--- config.mk ---
export PLATFORM = sky130hd
export DESIGN_NAME = bresenham_line_pixel_generator_core_flat
export DESIGN_NICKNAME = d
export VERILOG_FILES = /design/src/design/bres_pkg.sv /design/src/design/bres_cmd_if.sv /design/src/design/bresenham_line_pixel_generator_core.sv /design/src/design/bres_front.sv /design/src/design/bres_fifo.sv /design/src/design/bres_back.sv /design/src/flat_wrapper.sv
export SDC_FILE = /design/constraint.sdc
export NUM_CORES = 1
export LEC_CHECK = 0
export BUFFER_PORTS_ARGS = -buffer_cell sky130_fd_sc_hd__buf_2
export CAP_MARGIN = 20
export CORE_MARGIN = 3
export CORE_UTILIZATION = 37
export CTS_CLUSTER_SIZE = 20
export DETAILED_ROUTE_END_ITERATION = 8
export PLACE_DENSITY = 0.55
export SYNTH_ARGS = -nofsm -noshare
export SYNTH_HDL_FRONTEND = slang
export SYNTH_SLANG_ARGS = --single-unit
--- constraint.sdc ---
create_clock -name clk -period 8.1 [get_ports clk]
set_input_delay 1.62 -clock clk [delete_from_list [all_inputs] [get_ports clk]]
set_output_delay 1.62 -clock clk [all_outputs]
set_load 0.05 [all_outputs]
--- src/design/bres_pkg.sv ---
// Shared constants and types for the Bresenham line pixel generator.
package bres_pkg;

	localparam int CFG_W       = 12;
	localparam int ADDR_W      = 22;
	localparam int IDX_W       = 1;
	localparam int QUEUE_DEPTH = 4;

	localparam logic [IDX_W-1:0] REG_SCREEN_WIDTH  = 1'b0;
	localparam logic [IDX_W-1:0] REG_SCREEN_HEIGHT = 1'b1;

	localparam logic [CFG_W-1:0] SCREEN_RESET = 12'd700;

	// Classification of one queued word.
	typedef struct packed {
		logic load;
		logic y_major;
		logic minor_inc;
		logic last;
	} bres_ctl_t;

endpackage

--- src/design/bres_cmd_if.sv ---
// Command and pixel channel interfaces of the line generator.
interface bres_cmd_if #(parameter int COORD_BITS = 12);
	logic                         valid;
	logic                         ready;
	logic                         kind;
	logic signed [COORD_BITS-1:0] x_begin;
	logic signed [COORD_BITS-1:0] y_begin;
	logic signed [COORD_BITS-1:0] x_end;
	logic signed [COORD_BITS-1:0] y_end;

	modport source (output valid, kind, x_begin, y_begin, x_end, y_end, input ready);
	modport sink (input valid, kind, x_begin, y_begin, x_end, y_end, output ready);
endinterface

interface bres_pix_if #(parameter int COORD_BITS = 12);
	import bres_pkg::*;
	logic                         valid;
	logic                         ready;
	logic                         pixel_valid;
	logic signed [COORD_BITS-1:0] pixel_x;
	logic signed [COORD_BITS-1:0] pixel_y;
	logic                         on_screen;
	logic [ADDR_W-1:0]            pixel_addr;
	logic                         last_pixel;

	modport source (output valid, pixel_valid, pixel_x, pixel_y, on_screen, pixel_addr,
		last_pixel, input ready);
	modport sink (input valid, pixel_valid, pixel_x, pixel_y, on_screen, pixel_addr,
		last_pixel, output ready);
endinterface

--- src/design/bresenham_line_pixel_generator_core.sv ---
// Top level of the Bresenham line pixel generator.
//
//   channel  dir  handshake        payload
//   cmd      in   valid / ready    kind, x_begin, y_begin, x_end, y_end
//   pixel    out  valid / ready    pixel_valid, pixel_x, pixel_y, on_screen,
//                                  pixel_addr, last_pixel
//   cfg      in   cfg_wr_en        cfg_index, cfg_data
//
// One word in and one pixel out per clock while the pixel side is ready; an accepted word
// passes from the queue through the stepping stage, the clip stage, the row-times-width
// multiplier and the address add, each of which registers it in turn.
// A four-word queue lets the command side run ahead while the pixel side stalls.
// Reset empties the queue and pipeline, drops any active line and sets both
// screen dimensions to 700.
module bresenham_line_pixel_generator_core #(
	parameter int COORD_BITS = 12
) (
	input  logic                       clk,
	input  logic                       arst_n,
	input  logic                       cfg_wr_en,
	input  logic [bres_pkg::IDX_W-1:0] cfg_index,
	input  logic [bres_pkg::CFG_W-1:0] cfg_data,
	bres_cmd_if.sink                   cmd,
	bres_pix_if.source                 pixel
);
	import bres_pkg::*;

	localparam int ERR_W = COORD_BITS + 3;
	localparam int Q_W   = $bits(bres_ctl_t) + 5*COORD_BITS + ERR_W;

	logic [CFG_W-1:0] screen_width_q, screen_height_q;

	bres_ctl_t                    f_ctl, b_ctl;
	logic signed [COORD_BITS-1:0] f_x_start, f_y_start, f_major_end;
	logic signed [COORD_BITS-1:0] b_x_start, b_y_start, b_major_end;
	logic signed [ERR_W-1:0]      f_err, b_err;
	logic [COORD_BITS-1:0]        f_adx, f_ady, b_adx, b_ady;
	logic                         q_push, q_pop, q_full, q_empty;
	logic [Q_W-1:0]               q_wdata, q_rdata;

	always_ff @(posedge clk or negedge arst_n) begin
		if (!arst_n) begin
			screen_width_q  <= SCREEN_RESET;
			screen_height_q <= SCREEN_RESET;
		end else if (cfg_wr_en) begin
			unique case (cfg_index)
				REG_SCREEN_WIDTH:  screen_width_q  <= cfg_data;
				REG_SCREEN_HEIGHT: screen_height_q <= cfg_data;
				default: ;
			endcase
		end
	end

	bres_front #(.COORD_BITS(COORD_BITS)) u_front (
		.cmd       (cmd),
		.q_full    (q_full),
		.q_push    (q_push),
		.ctl       (f_ctl),
		.x_start   (f_x_start),
		.y_start   (f_y_start),
		.major_end (f_major_end),
		.err_init  (f_err),
		.abs_dx    (f_adx),
		.abs_dy    (f_ady)
	);

	assign q_wdata = {f_ctl, f_x_start, f_y_start, f_major_end, f_err, f_adx, f_ady};

	bres_fifo #(.WIDTH(Q_W)) u_fifo (
		.clk   (clk),
		.arst_n(arst_n),
		.push  (q_push),
		.wdata (q_wdata),
		.full  (q_full),
		.pop   (q_pop),
		.rdata (q_rdata),
		.empty (q_empty)
	);

	assign {b_ctl, b_x_start, b_y_start, b_major_end, b_err, b_adx, b_ady} = q_rdata;

	bres_back #(.COORD_BITS(COORD_BITS)) u_back (
		.clk          (clk),
		.arst_n       (arst_n),
		.screen_width (screen_width_q),
		.screen_height(screen_height_q),
		.q_empty      (q_empty),
		.q_pop        (q_pop),
		.ctl          (b_ctl),
		.x_start      (b_x_start),
		.y_start      (b_y_start),
		.major_end    (b_major_end),
		.err_init     (b_err),
		.abs_dx       (b_adx),
		.abs_dy       (b_ady),
		.pixel        (pixel)
	);

	// a word with no pixel carries nothing else
	a_empty_word: assert property (@(posedge clk) disable iff (!arst_n)
		pixel.valid && !pixel.pixel_valid |->
		!pixel.on_screen && !pixel.last_pixel && (pixel.pixel_addr == '0))
		else $error("empty pixel word carries data");

	a_off_addr: assert property (@(posedge clk) disable iff (!arst_n)
		pixel.valid && !pixel.on_screen |-> pixel.pixel_addr == '0)
		else $error("off-screen pixel has nonzero address");

	// the queue only fills up right after the back end has held its output
	a_full_stall: assert property (@(posedge clk) disable iff (!arst_n)
		!cmd.ready |-> $past(pixel.valid && !pixel.ready))
		else $error("queue full while back end is free");

endmodule

--- src/design/bres_front.sv ---
// Front end: accepts command words and decodes line loads for the queue.
module bres_front #(
	parameter int COORD_BITS = 12
) (
	bres_cmd_if.sink                     cmd,
	input  logic                         q_full,
	output logic                         q_push,
	output bres_pkg::bres_ctl_t          ctl,
	output logic signed [COORD_BITS-1:0] x_start,
	output logic signed [COORD_BITS-1:0] y_start,
	output logic signed [COORD_BITS-1:0] major_end,
	output logic signed [COORD_BITS+2:0] err_init,
	output logic [COORD_BITS-1:0]        abs_dx,
	output logic [COORD_BITS-1:0]        abs_dy
);
	import bres_pkg::*;

	localparam int MSB = COORD_BITS - 1;

	logic signed [COORD_BITS:0] dx;
	logic signed [COORD_BITS:0] dy;
	logic [COORD_BITS:0]        dx_mag;
	logic [COORD_BITS:0]        dy_mag;
	logic                       y_major;
	logic                       fwd;

	assign cmd.ready = !q_full;
	assign q_push    = cmd.valid && !q_full;

	assign dx = {cmd.x_end[MSB], cmd.x_end} - {cmd.x_begin[MSB], cmd.x_begin};
	assign dy = {cmd.y_end[MSB], cmd.y_end} - {cmd.y_begin[MSB], cmd.y_begin};

	assign dx_mag = dx[COORD_BITS] ? (COORD_BITS+1)'(-dx) : dx;
	assign dy_mag = dy[COORD_BITS] ? (COORD_BITS+1)'(-dy) : dy;
	assign abs_dx = dx_mag[MSB:0];
	assign abs_dy = dy_mag[MSB:0];

	assign y_major = abs_dy > abs_dx;
	// walk from the endpoint with the smaller major coordinate
	assign fwd     = y_major ? !dy[COORD_BITS] : !dx[COORD_BITS];

	always_comb begin
		if (y_major) begin
			err_init  = $signed({2'b00, abs_dx, 1'b0} - {3'b000, abs_dy});
			major_end = fwd ? cmd.y_end : cmd.y_begin;
		end else begin
			err_init  = $signed({2'b00, abs_dy, 1'b0} - {3'b000, abs_dx});
			major_end = fwd ? cmd.x_end : cmd.x_begin;
		end
		x_start = fwd ? cmd.x_begin : cmd.x_end;
		y_start = fwd ? cmd.y_begin : cmd.y_end;
	end

	always_comb begin
		ctl.load      = !cmd.kind;
		ctl.y_major   = y_major;
		ctl.minor_inc = (dx[COORD_BITS] && dy[COORD_BITS]) ||
			(!dx[COORD_BITS] && (dx != '0) && !dy[COORD_BITS] && (dy != '0));
		ctl.last      = (y_major ? y_start : x_start) >= major_end;
	end

endmodule

--- src/design/bres_fifo.sv ---
// Short word queue between the decode front end and the stepping back end.
module bres_fifo #(
	parameter int WIDTH = 8
) (
	input  logic             clk,
	input  logic             arst_n,
	input  logic             push,
	input  logic [WIDTH-1:0] wdata,
	output logic             full,
	input  logic             pop,
	output logic [WIDTH-1:0] rdata,
	output logic             empty
);
	import bres_pkg::*;

	localparam int PTR_W = $clog2(QUEUE_DEPTH);

	logic [WIDTH-1:0] mem [QUEUE_DEPTH];
	logic [PTR_W-1:0] wptr_q;
	logic [PTR_W-1:0] rptr_q;
	logic [PTR_W:0]   count_q;

	assign full  = count_q == (PTR_W+1)'(QUEUE_DEPTH);
	assign empty = count_q == '0;
	assign rdata = mem[rptr_q];

	always_ff @(posedge clk) begin
		if (push) mem[wptr_q] <= wdata;
	end

	always_ff @(posedge clk or negedge arst_n) begin
		if (!arst_n) begin
			wptr_q  <= '0;
			rptr_q  <= '0;
			count_q <= '0;
		end else begin
			if (push) begin
				wptr_q <= (wptr_q == PTR_W'(QUEUE_DEPTH-1)) ? '0 : wptr_q + 1'b1;
			end
			if (pop) begin
				rptr_q <= (rptr_q == PTR_W'(QUEUE_DEPTH-1)) ? '0 : rptr_q + 1'b1;
			end
			count_q <= count_q + (PTR_W+1)'(push) - (PTR_W+1)'(pop);
		end
	end

endmodule

--- src/design/bres_back.sv ---
// Back end: steps the line state, clips each pixel and forms its address.
module bres_back #(
	parameter int COORD_BITS = 12
) (
	input  logic                         clk,
	input  logic                         arst_n,
	input  logic [bres_pkg::CFG_W-1:0]   screen_width,
	input  logic [bres_pkg::CFG_W-1:0]   screen_height,
	input  logic                         q_empty,
	output logic                         q_pop,
	input  bres_pkg::bres_ctl_t          ctl,
	input  logic signed [COORD_BITS-1:0] x_start,
	input  logic signed [COORD_BITS-1:0] y_start,
	input  logic signed [COORD_BITS-1:0] major_end,
	input  logic signed [COORD_BITS+2:0] err_init,
	input  logic [COORD_BITS-1:0]        abs_dx,
	input  logic [COORD_BITS-1:0]        abs_dy,
	bres_pix_if.source                   pixel
);
	import bres_pkg::*;

	localparam int MSB   = COORD_BITS - 1;
	localparam int ERR_W = COORD_BITS + 3;
	localparam int CW    = (COORD_BITS > CFG_W) ? COORD_BITS : CFG_W;

	// line state
	logic signed [COORD_BITS-1:0] cur_x_q, cur_y_q, major_end_q;
	logic signed [ERR_W-1:0]      err_q;
	logic [COORD_BITS-1:0]        adx_q, ady_q;
	logic                         y_major_q, minor_inc_q, active_q;

	logic signed [COORD_BITS-1:0] nx, ny, minor_step;
	logic signed [ERR_W-1:0]      nerr, two_dx, two_dy;
	logic                         nlast;

	logic adv;
	logic vld_s1, vld_s2, vld_s3, vld_s4;

	logic                         pv_s1, last_s1;
	logic signed [COORD_BITS-1:0] x_s1, y_s1;

	logic                         pv_s2, last_s2, on_s2;
	logic signed [COORD_BITS-1:0] x_s2, y_s2;
	logic [CFG_W-1:0]             row_s2, xlo_s2;

	logic                         pv_s3, last_s3, on_s3;
	logic signed [COORD_BITS-1:0] x_s3, y_s3;
	logic [2*CFG_W-1:0]           prod_s3;
	logic [CFG_W-1:0]             xlo_s3;

	logic                         pv_s4, last_s4, on_s4;
	logic signed [COORD_BITS-1:0] x_s4, y_s4;
	logic [ADDR_W-1:0]            addr_s4;

	logic [CW-1:0] xz, yz;
	logic          on_c;

	// the whole back pipeline moves when the output register can take a word
	assign adv   = !vld_s4 || pixel.ready;
	assign q_pop = adv && !q_empty;

	assign two_dx     = $signed({2'b00, adx_q, 1'b0});
	assign two_dy     = $signed({2'b00, ady_q, 1'b0});
	assign minor_step = minor_inc_q ? COORD_BITS'(1) : '1;

	always_comb begin
		nx   = cur_x_q;
		ny   = cur_y_q;
		nerr = err_q;
		if (!y_major_q) begin
			nx = cur_x_q + 1'b1;
			if (err_q[ERR_W-1]) begin
				nerr = err_q + two_dy;
			end else begin
				ny   = cur_y_q + minor_step;
				nerr = err_q + two_dy - two_dx;
			end
			nlast = nx >= major_end_q;
		end else begin
			ny = cur_y_q + 1'b1;
			if (err_q[ERR_W-1] || (err_q == '0)) begin
				nerr = err_q + two_dx;
			end else begin
				nx   = cur_x_q + minor_step;
				nerr = err_q + two_dx - two_dy;
			end
			nlast = ny >= major_end_q;
		end
	end

	always_ff @(posedge clk or negedge arst_n) begin
		if (!arst_n) begin
			cur_x_q     <= '0;
			cur_y_q     <= '0;
			major_end_q <= '0;
			err_q       <= '0;
			adx_q       <= '0;
			ady_q       <= '0;
			y_major_q   <= 1'b0;
			minor_inc_q <= 1'b0;
			active_q    <= 1'b0;
		end else if (q_pop) begin
			if (ctl.load) begin
				cur_x_q     <= x_start;
				cur_y_q     <= y_start;
				major_end_q <= major_end;
				err_q       <= err_init;
				adx_q       <= abs_dx;
				ady_q       <= abs_dy;
				y_major_q   <= ctl.y_major;
				minor_inc_q <= ctl.minor_inc;
				active_q    <= !ctl.last;
			end else if (active_q) begin
				cur_x_q  <= nx;
				cur_y_q  <= ny;
				err_q    <= nerr;
				active_q <= !nlast;
			end
		end
	end

	always_ff @(posedge clk or negedge arst_n) begin
		if (!arst_n) begin
			vld_s1 <= 1'b0;
			vld_s2 <= 1'b0;
			vld_s3 <= 1'b0;
			vld_s4 <= 1'b0;
		end else if (adv) begin
			vld_s1 <= !q_empty;
			vld_s2 <= vld_s1;
			vld_s3 <= vld_s2;
			vld_s4 <= vld_s3;
		end
	end

	assign xz   = CW'($unsigned(x_s1));
	assign yz   = CW'($unsigned(y_s1));
	assign on_c = pv_s1 && !x_s1[MSB] && !y_s1[MSB] &&
		(xz < CW'(screen_width)) && (yz < CW'(screen_height));

	always_ff @(posedge clk) begin
		if (adv) begin
			// stage 1: pixel of this word
			if (ctl.load) begin
				pv_s1   <= 1'b1;
				x_s1    <= x_start;
				y_s1    <= y_start;
				last_s1 <= ctl.last;
			end else if (active_q) begin
				pv_s1   <= 1'b1;
				x_s1    <= nx;
				y_s1    <= ny;
				last_s1 <= nlast;
			end else begin
				pv_s1   <= 1'b0;
				x_s1    <= '0;
				y_s1    <= '0;
				last_s1 <= 1'b0;
			end
			// stage 2: clip and flip the row
			pv_s2   <= pv_s1;
			x_s2    <= x_s1;
			y_s2    <= y_s1;
			last_s2 <= last_s1;
			on_s2   <= on_c;
			row_s2  <= screen_height - CFG_W'(1) - yz[CFG_W-1:0];
			xlo_s2  <= xz[CFG_W-1:0];
			// stage 3: row times width
			pv_s3   <= pv_s2;
			x_s3    <= x_s2;
			y_s3    <= y_s2;
			last_s3 <= last_s2;
			on_s3   <= on_s2;
			prod_s3 <= row_s2 * screen_width;
			xlo_s3  <= xlo_s2;
			// stage 4: output register
			pv_s4   <= pv_s3;
			x_s4    <= x_s3;
			y_s4    <= y_s3;
			last_s4 <= last_s3;
			on_s4   <= on_s3;
			addr_s4 <= on_s3 ? ADDR_W'(prod_s3 + {{CFG_W{1'b0}}, xlo_s3}) : '0;
		end
	end

	assign pixel.valid       = vld_s4;
	assign pixel.pixel_valid = pv_s4;
	assign pixel.pixel_x     = x_s4;
	assign pixel.pixel_y     = y_s4;
	assign pixel.on_screen   = on_s4;
	assign pixel.pixel_addr  = addr_s4;
	assign pixel.last_pixel  = last_s4;

endmodule
--- src/flat_wrapper.sv ---
// flat-port wrapper written by rule: the top's interface ports become plain ports
module bresenham_line_pixel_generator_core_flat import bres_pkg::*;
#(
	parameter int COORD_BITS = 12
)
  (clk, arst_n, cfg_wr_en, cfg_index, cfg_data, cmd_valid, cmd_kind, cmd_x_begin, cmd_y_begin, cmd_x_end, cmd_y_end, cmd_ready, pixel_valid, pixel_pixel_valid, pixel_pixel_x, pixel_pixel_y, pixel_on_screen, pixel_pixel_addr, pixel_last_pixel, pixel_ready);
  bres_cmd_if #(.COORD_BITS(COORD_BITS)) cmd_i ();
  bres_pix_if #(.COORD_BITS(COORD_BITS)) pixel_i ();
  input  logic clk;
  input  logic arst_n;
  input  logic cfg_wr_en;
  input  logic [bres_pkg::IDX_W-1:0] cfg_index;
  input  logic [bres_pkg::CFG_W-1:0] cfg_data;
  input wire logic [$bits(cmd_i.valid)-1:0] cmd_valid;
  input wire logic [$bits(cmd_i.kind)-1:0] cmd_kind;
  input wire logic [$bits(cmd_i.x_begin)-1:0] cmd_x_begin;
  input wire logic [$bits(cmd_i.y_begin)-1:0] cmd_y_begin;
  input wire logic [$bits(cmd_i.x_end)-1:0] cmd_x_end;
  input wire logic [$bits(cmd_i.y_end)-1:0] cmd_y_end;
  output wire logic [$bits(cmd_i.ready)-1:0] cmd_ready;
  output wire logic [$bits(pixel_i.valid)-1:0] pixel_valid;
  output wire logic [$bits(pixel_i.pixel_valid)-1:0] pixel_pixel_valid;
  output wire logic [$bits(pixel_i.pixel_x)-1:0] pixel_pixel_x;
  output wire logic [$bits(pixel_i.pixel_y)-1:0] pixel_pixel_y;
  output wire logic [$bits(pixel_i.on_screen)-1:0] pixel_on_screen;
  output wire logic [$bits(pixel_i.pixel_addr)-1:0] pixel_pixel_addr;
  output wire logic [$bits(pixel_i.last_pixel)-1:0] pixel_last_pixel;
  input wire logic [$bits(pixel_i.ready)-1:0] pixel_ready;
  assign cmd_i.valid = cmd_valid;
  assign cmd_i.kind = cmd_kind;
  assign cmd_i.x_begin = cmd_x_begin;
  assign cmd_i.y_begin = cmd_y_begin;
  assign cmd_i.x_end = cmd_x_end;
  assign cmd_i.y_end = cmd_y_end;
  assign cmd_ready = cmd_i.ready;
  assign pixel_valid = pixel_i.valid;
  assign pixel_pixel_valid = pixel_i.pixel_valid;
  assign pixel_pixel_x = pixel_i.pixel_x;
  assign pixel_pixel_y = pixel_i.pixel_y;
  assign pixel_on_screen = pixel_i.on_screen;
  assign pixel_pixel_addr = pixel_i.pixel_addr;
  assign pixel_last_pixel = pixel_i.last_pixel;
  assign pixel_i.ready = pixel_ready;
  bresenham_line_pixel_generator_core #(.COORD_BITS(COORD_BITS)) u_core (.clk(clk), .arst_n(arst_n), .cfg_wr_en(cfg_wr_en), .cfg_index(cfg_index), .cfg_data(cfg_data), .cmd(cmd_i), .pixel(pixel_i));
endmodule
==> out/qor.csv <==
metric;value;unit
setup bufs post-CTS;0;
Placed Cells;4418;
top-area cell type share of the netlist area;0.394;
design area;0.0407;sq mm
Synth Area in XOR/XNOR;0.0462;
clock root buffer;clkbuf_16;
Routability Congestion;0.851;
crit path max-delay cell type;mux2_2;
area of the multi-input gates;0.0175;sq mm
via/cell ratio;5.03;
Crit. End Element;flip-flop;
startpoint types;input pin;
clk buf depth;3;
Placeable Area;0.0969;sq mm
Util after Layout;0.421;
RSZ-0062 raised after global routing;false;
CTS tree;yes;
via count;22797;
synthesized flop and latch total;588;
Synth Area in Compound Gates;0.0971;
cell area after synthesis;0.0362;sq mm
Die Ht;319;um
Worst Skew;0.0740;ns
initial antenna violation count;7;
Total Nets Final;3651;
Ys Warns;0;
# resized after CTS;0;
WS Path Type;in2reg;
R2R Setup Slk;2.31;ns
Die Wd;319;um
Net Count, Synth;3499;
Syn Area/Cell;11.8;sq um
Synth Area in Simple Gates;0.0907;
max-slew violations;0;
final setup violating endpoints;0;
fillers;9083;
top-count cell post-synth;edfxtp_1;
H-tree levels;2;
Worst slew margin;0.301;
Non-Filler Instances;4534;
worst min-delay path class;reg2reg;
Final HPWL DP;64.7;mm
dominant synthesized flop cell;edfxtp_1;
status;finished, final reports clean;
most frequent CP cell;a21o_1;
final wirelength;86.6;mm
top cells by count, synth;edfxtp_1 (475), inv_1 (324), ha_1 (267), nand2_1 (243), nor2_1 (181);
Synth area leader;edfxtp_1;
hold buffers post-CTS;0;
Post-synth ARST share;0.192;
CTS Buf Count;61;
first-pass GRT wire length;135;mm
CP arrival;7.87;ns
post-synthesis sequential area ratio;0.473;
clock sink total;588;
Ports;118;
Post-synth EDFFs;475;
vias in the first global route;22992;
share of cells above drive strength 1;0.167;
max cap viols;0;
Gate Count Post-Synth;3053;
crit path max fanout;17;
WP data required;8.47;ns
setup TNS;0;ns
final hold vios;0;
WL/cell;19.1;um
fmax;0.133;GHz
largest cells by area after synthesis;edfxtp_1 (39%), ha_1 (9.2%), dfrtp_1 (7.0%);
post-synthesis mux area share;0.0913;
Routed Antenna Nets;0;
Starting DRT DRC Count;1191;
Sequential Area;0.0171;sq mm
gr ovfl total;0;
GR Util All Layers;0.170;
Clk Latency, worst-skew pair;0.66;ns
Placement Cell Area;0.0387;sq mm
clock slew at reported path FFs;0.06;ns
Starting Density;0.373;
Worst-Margin Slew;1.04;ns
distinct cell type count after synthesis;96;
PortBufs;117;
largest family of logic cells by synthesized area;adder cells;
Tcrit/Tclk final;0.926;
largest net degree at the start of global routing;106;
Final min period;7.50;ns
adder-cell share of the synthesized area;0.156;
Die ar.;0.102;sq mm
# rows;114;
Largest stage delay, worst path;0.38;ns
Area growth, synth to finish;12.7;%
drt first pass iters;5;
Residual DRC;0;
[routing by layer]
metal  GRT usage  vias to the layer above  routed length, um
met5           0                        -                 21
met4      0.0360                        4               1600
met3      0.0200                       93               2890
met2       0.298                      389              42700
met1       0.227                    11158              39400
li1            -                    11153                  -
[stage by stage]
stage	setup WS [ns]	hold slack [ns]
floorplan	0.00110	0.400
global placement	0.0963	0.403
detailed placement	0.0289	0.405
CTS	0.695	0.416
global route	0.201	0.424
finish	0.603	0.412
[worst max-delay path, delay by kind of cell]
family	cells	cell delay, ns
AOI/OAI and AO/OA	16	2.76
adders and majority gates	5	1.39
buffers and inverters	5	0.82
and+or+nand+nor	4	0.55
muxes	1	0.38
xor gates and xnor gates	1	0.32
[cell usage in the layout, fill, tap and decap left out, types with 15 or more instances in the layout]
cell type and n:
clkbuf_16 63, a211oi_1 21, nor2_1 179, buf_4 83
and2_1 70, xor2_1 52, o21bai_1 26, clkinv_1 17
a21boi_0 16, nand2b_1 19, nor2b_1 32, xnor2_1 125
buf_2 116, mux2_4 18, mux2i_1 43, a21o_1 50
o211ai_1 15, fa_1 110, inv_1 321, ha_1 266
edfxtp_1 475, and3_1 15, dfrtp_1 99, mux4_2 77
mux2_2 74, o21ai_0 136, nand2_1 242, a21oi_1 162
nor3_1 39, nand3_1 34
[layout make-up]
class | instances | area share
flip-flops and latches | 588 | 0.420
clock buffers | 73 | 0.0399
well taps | 1276 | 0.0392
multi-input cells | 2026 | 0.430
repair buffers | 200 | 0.0300
diodes | 1 | 0.0000614
inverters | 328 | 0.0303
clock inverters | 42 | 0.0101
[flip-flops by register name (all words and copies together) (netlist names), 15 cells and up]
name	flops
u_core.u_back.err_q	15
u_core.u_fifo.mem	312
u_core.u_back.prod_s3	22
u_core.u_back.pixel.pixel_addr	22
[cell families after synthesis]
family / Yosys count
AND/OR/NAND/NOR: 698
flip-flops: 588
AO/OA/AOI/OAI: 546
buffers and inverters: 439
adder cells (fa/ha/maj): 383
multiplexers: 214
XOR/XNOR: 185
[worst paths after layout]
path,from,to,depth (start not counted)
max,cmd_y_end[0],u_core.u_fifo.mem[3][75],32
min,u_core.u_back.y_s2[1],u_core.u_back.y_s3[1],0
max reg2reg,u_core.screen_width_q[3],u_core.u_back.prod_s3[21],23
min reg2reg,u_core.u_back.y_s2[1],u_core.u_back.y_s3[1],0
max in group asynchronous,arst_n,u_core.u_back.cur_y_q[8],2
min in group asynchronous,arst_n,u_core.screen_height_q[1],1
Power is left out: the tool's default activity adds up to more than one toggle a clock period on the data nets, which glitch-free logic cannot reach.
